**src/sv/dsh_pkg.sv**
```systemverilog
package dsh_pkg;

    localparam int ANG_W = 32;
    localparam int MUL_W = 34;
    localparam int PROD_W = 2 * MUL_W;

    localparam logic signed [ANG_W-1:0] INIT_ANGLE_RST = 32'sd421658414;
    localparam logic [29:0] TURN_SCALE = 30'd683565276;
    localparam logic [30:0] Q30_ONE = 31'd1073741824;
    localparam logic signed [31:0] POLY_START = -32'sd3864;
    localparam logic signed [31:0] POLY_C [5] = '{
        32'sd172272, -32'sd5026995, 32'sd85569306, -32'sd693598668, 32'sd1686629713
    };

    typedef enum logic [2:0] {
        CFG_GAIN_K     = 3'd0,
        CFG_STEP_DT    = 3'd1,
        CFG_NOISE      = 3'd2,
        CFG_DLY_WHOLE  = 3'd3,
        CFG_DLY_FRAC   = 3'd4,
        CFG_INIT_ANGLE = 3'd5
    } t_cfg_idx;

    typedef logic signed [MUL_W-1:0] t_mul_op;
    typedef logic signed [PROD_W-1:0] t_prod;

endpackage

```
**src/sv/dsh_mul.sv**
```systemverilog
module dsh_mul
    import dsh_pkg::*;
(
    input  logic    i_clk,
    input  t_mul_op i_a,
    input  t_mul_op i_b,
    output t_prod   o_prod
);

    t_prod r_prod;

    always_ff @(posedge i_clk) begin
        r_prod <= i_a * i_b;
    end

    assign o_prod = r_prod;

endmodule

```
**config.mk**
```make
export PLATFORM = sky130hd
export DESIGN_NAME = dsh_mul
export DESIGN_NICKNAME = d
export VERILOG_FILES = /design/src/sv/dsh_pkg.sv /design/src/sv/dsh_mul.sv
export SDC_FILE = /design/constraint.sdc
export NUM_CORES = 2
export LEC_CHECK = 0
export BUFFER_PORTS_ARGS = -buffer_cell sky130_fd_sc_hd__buf_4
export CAP_MARGIN = 5
export CORE_MARGIN = 5
export CORE_UTILIZATION = 40
export CTS_BUF_LIST = sky130_fd_sc_hd__clkbuf_4 sky130_fd_sc_hd__clkbuf_8
export CTS_CLUSTER_SIZE = 10
export DETAILED_ROUTE_END_ITERATION = 8
export PLACE_DENSITY = 0.66
export SETUP_SLACK_MARGIN = 0.3
export SLEW_MARGIN = 20
export SYNTH_ARGS = -nofsm -noshare
export SYNTH_HDL_FRONTEND = slang
export SYNTH_SLANG_ARGS = --single-unit
```
**constraint.sdc**
```tcl
create_clock -name i_clk -period 24.2 [get_ports i_clk]
set_input_delay 2.42 -clock i_clk [delete_from_list [all_inputs] [get_ports i_clk]]
set_output_delay 2.42 -clock i_clk [all_outputs]
set_load 0.02 [all_outputs]
```
# [Yosys cells after proc, flatten, opt, wreduce, memory -nomap -nowiden]
# Index checks and enable logic that the tools add are counted.
# Widths: inputs -> output; s select.
[word_totals] reg_bits=68 input_bits=69 out_inout_bits=68 elab_cells=2
[op_classes] mul=1
[ops] cell="$mul 34x34->68" n=1

# [Logic depth before layout (Yosys ltp)]
[depth] ltp_word=1 mapped_depth=31 ltp_nobuf=29

# [Worst setup path after synthesis]
# OpenSTA, ideal clock, no wires.
[synth_timing] path_type="input -> register" startpoint="input i_a[33]" endpoint="register r_prod[65], in the netlist o_prod[65]" setup_ps=72 t_arrival_ps=9838 required_ps=24128 slack_ps=14290 cell_stages=24 n_path_buf=2 cell_sequence="clkbuf_1 -> nand2_1 -> inv_1 -> fa_1 -> fa_1 -> fa_1 -> fa_1 -> inv_1 -> fa_1 -> fa_1 -> fa_1 -> fa_1 -> inv_1 -> ha_1 -> clkdlybuf4s50_2 -> nand3_1 -> or2_2 -> nor2_1 -> a221oi_1 -> o21ai_0 -> a31oi_2 -> nor2_2 -> o41ai_2 -> xnor2_1"
[synth_via] elab_chain_len=1
[synth_lines] element="start, declared" line_no="dsh_mul.sv:5" source="input t_mul_op i_a,"
[synth_lines] element="$mul 34x34->68" line_no="dsh_mul.sv:13" source="r_prod <= i_a * i_b;"
[synth_lines] element="end signal, assigned" line_no="dsh_mul.sv:13"
[synth_lines] element="end, declared" line_no="dsh_mul.sv:10" source="t_prod r_prod;"
# Every way passes these cells.

# [Worst setup path in the final report]
[layout_timing] startpoint="input i_b[12]" endpoint="register r_prod[61], in the netlist o_prod[61]"
[layout_via] elab_chain_len=1
[layout_lines] element="start, declared" line_no="dsh_mul.sv:6" source="input t_mul_op i_b,"
[layout_lines] element="$mul 34x34->68" line_no="dsh_mul.sv:13"
# Every way passes these cells.

==> key figures <==
CTS
  • CTS clock-pin slew for the worst setup and hold paths: 0.09 ns
  • CTS Buf Count: 9
  • CTS tree: built
  • # Post-CTS Setup Buffers: 0
  • Root Buffer Master: clkbuf_8
  • H-tree Lvls: 3
  • Sink Count: 68
  • Post-cts resize count: 0
  • Post-CTS Hold Fix Bufs: 0
  • Max clock buf depth: 2

Detailed routing
  • Vias/cell: 5.03
  • Routed via count: 29,600
  • Number of remaining DRC errors: 0
  • Detailed Route WL: 115 mm
  • Post-route ant nets: 0
  • DR WL/cell: 19.5 um
  • TritonRoute pass-1 iters: 5
  • DR iter-0 viols: 1,453

Global route
  • First-pass GRT wire length: 189 mm
  • Largest net degree at the start of global routing: 35
  • Grt total ovfl: 0
  • Vias in the first global route: 33,700
  • Initial antenna violation count: 5
  • Total GRT Usage: 21.3%

Logic synthesis
  • Synth Warn #: 0
  • #FFs+latches synth: 68
  • Syn Area/Cell: 9.45 um2
  • Synthesized area: 0.0430 mm2
  • Synthesized instance count: 4,554
  • Number of flops mapped to enable cells by yosys: 0
  • Top FF cell, synth: dfxtp_1
  • Register area share after synthesis: 3.16%
  • Syn_nets: 6,068
  • Share of async-settable or async-resettable flops after synthesis: 0%
  • Netlist cell types: 69

Die
  • Die Ht: 338 um
  • Core area: 0.107 mm2
  • Row Count: 120
  • IO Pins: 137
  • Starting Density: 40.2%
  • Die width: 338 um
  • Die ar.: 0.114 mm2

Layout
  • Most frequent cells in the layout: 1,240 x fa_1, 1,230 x inv_1, 621 x and2_1
  • Most common cell after layout, fill and taps aside: fa_1
  • Share of cells above drive strength 1: 4.24%
  • Area Growth Syn to Fin: 4.90%
  • Max reg flops: 68
  • Fin cells: 5,890
  • Final nets: 5,993

Min path
  • Critical hold path startpoint: i_b[0]
  • Hold depth: 2
  • Hold Path Class: in2reg
  • Hold Crit Endpoint: o_prod[0]$_DFF_P_

Critical path
  • Crit path max-delay family: adder cells
  • CP max FO: 34
  • Slowest CP cell: fa_1
  • Critical path class: in2reg
  • CP most frequent cell: fa_1
  • Type of origin of the critical path: input port
  • CP peak stage delay: 0.70 ns
  • CP arrival: 10.47 ns
  • CP bufs+invs: 5
  • Crit end category: flip-flop
  • CP Data Required Time: 24.55 ns

STA
  • Fin. max-slew vios: 0
  • RSZ-0062 raised after global routing: no
  • Fin crit share: 41.8%
  • Tmin final: 10.12 ns
  • Hold Vio Cnt, Final: 0
  • Max frequency: 98.8 MHz
  • Setup TNS Final: 0 ns
  • Rel. slew slack: 30.9%
  • Count of final setup violators: 0
  • Worst-Margin Slew: 1.03 ns

Place
  • Placer congestion estimate: 0.891
  • Placed Cells: 5,871
  • Detail Placement HPWL: 91.3 mm
  • Port-buffer cells: 136

Run status
  • Status: finished clean

Flow run
  • Max Cap Viol: 0
## how the worst max path moves through the flow
stage / end / cells after the start / startpoint / slack, ns
2_1_floorplan: o_prod[65]$_DFF_P_ / 24 / i_a[33] / 14.29
3_3_place_gp: o_prod[67]$_DFF_P_ / 28 / i_a[33] / 13.67
3_5_place_dp: o_prod[66]$_DFF_P_ / 23 / i_b[7] / 13.63
4_1_cts: o_prod[66]$_DFF_P_ / 23 / i_b[7] / 14.15
5_1_grt: o_prod[67]$_DFF_P_ / 23 / i_b[10] / 13.86
6_report: o_prod[61]$_DFF_P_ / 25 / i_b[12] / 14.08
## Yosys cell counts, drive strengths merged, types with 23 or more instances
| cell | n | area [um2] |
|---|---|---|
| o21ai | 41 | 224 |
| nor2 | 56 | 215 |
| ha | 204 | 2550 |
| xor2 | 23 | 201 |
| clkbuf | 217 | 821 |
| xnor2 | 56 | 490 |
| a21o | 37 | 278 |
| fa | 1241 | 24800 |
| dfxtp | 68 | 1360 |
| a21oi | 63 | 323 |
| inv | 1231 | 4620 |
| and2 | 623 | 3900 |
| nand2 | 542 | 2030 |
## metrics by stage
stage	setup slack, ns	utilization [%]	hold WS [ns]	area [um2]
final	14.08	42.2	2.45	45100
after global routing	13.86	42.2	2.45	45100
after CTS	14.15	42.2	2.42	45100
after detailed placement	13.63	42.0	2.83	44900
after global placement	13.67	42.0	2.83	44900
after floorplan	14.29	-	2.55	43000
## area by class of cell
cell class | count | area [um2]
tap | 1403 | 1760
fill | 10500 | 61800
clock buffer | 10 | 138
antenna | 4 | 10.0
sequential | 68 | 1360
timing repair buffer | 142 | 1070
clock inverter | 5 | 37.5
inverter | 1232 | 4620
multi-input combinational | 3026 | 36100
## kinds of logic after synthesis
logic type / synth area share (%)
AO/OA/AOI/OAI: 3.35
XOR/XNOR: 1.61
adder cells (fa/ha/maj): 63.7
buffers and inverters: 12.8
flip-flops: 3.16
AND/OR/NAND/NOR: 15.4
## layer usage
metal | vias up | GRT usage, % | part of all wire (%)
met3 | 245 | 2.66 | 5.0
met2 | 916 | 37.3 | 50
met1 | 15800 | 27.6 | 41
met4 | 4 | 7.24 | 3.9
met5 | - | 0 | 0.025
li1 | 12600 | - | -
Power is not shown: default switching activity piles up to over one toggle a cycle in this logic, so the estimate is an artifact.
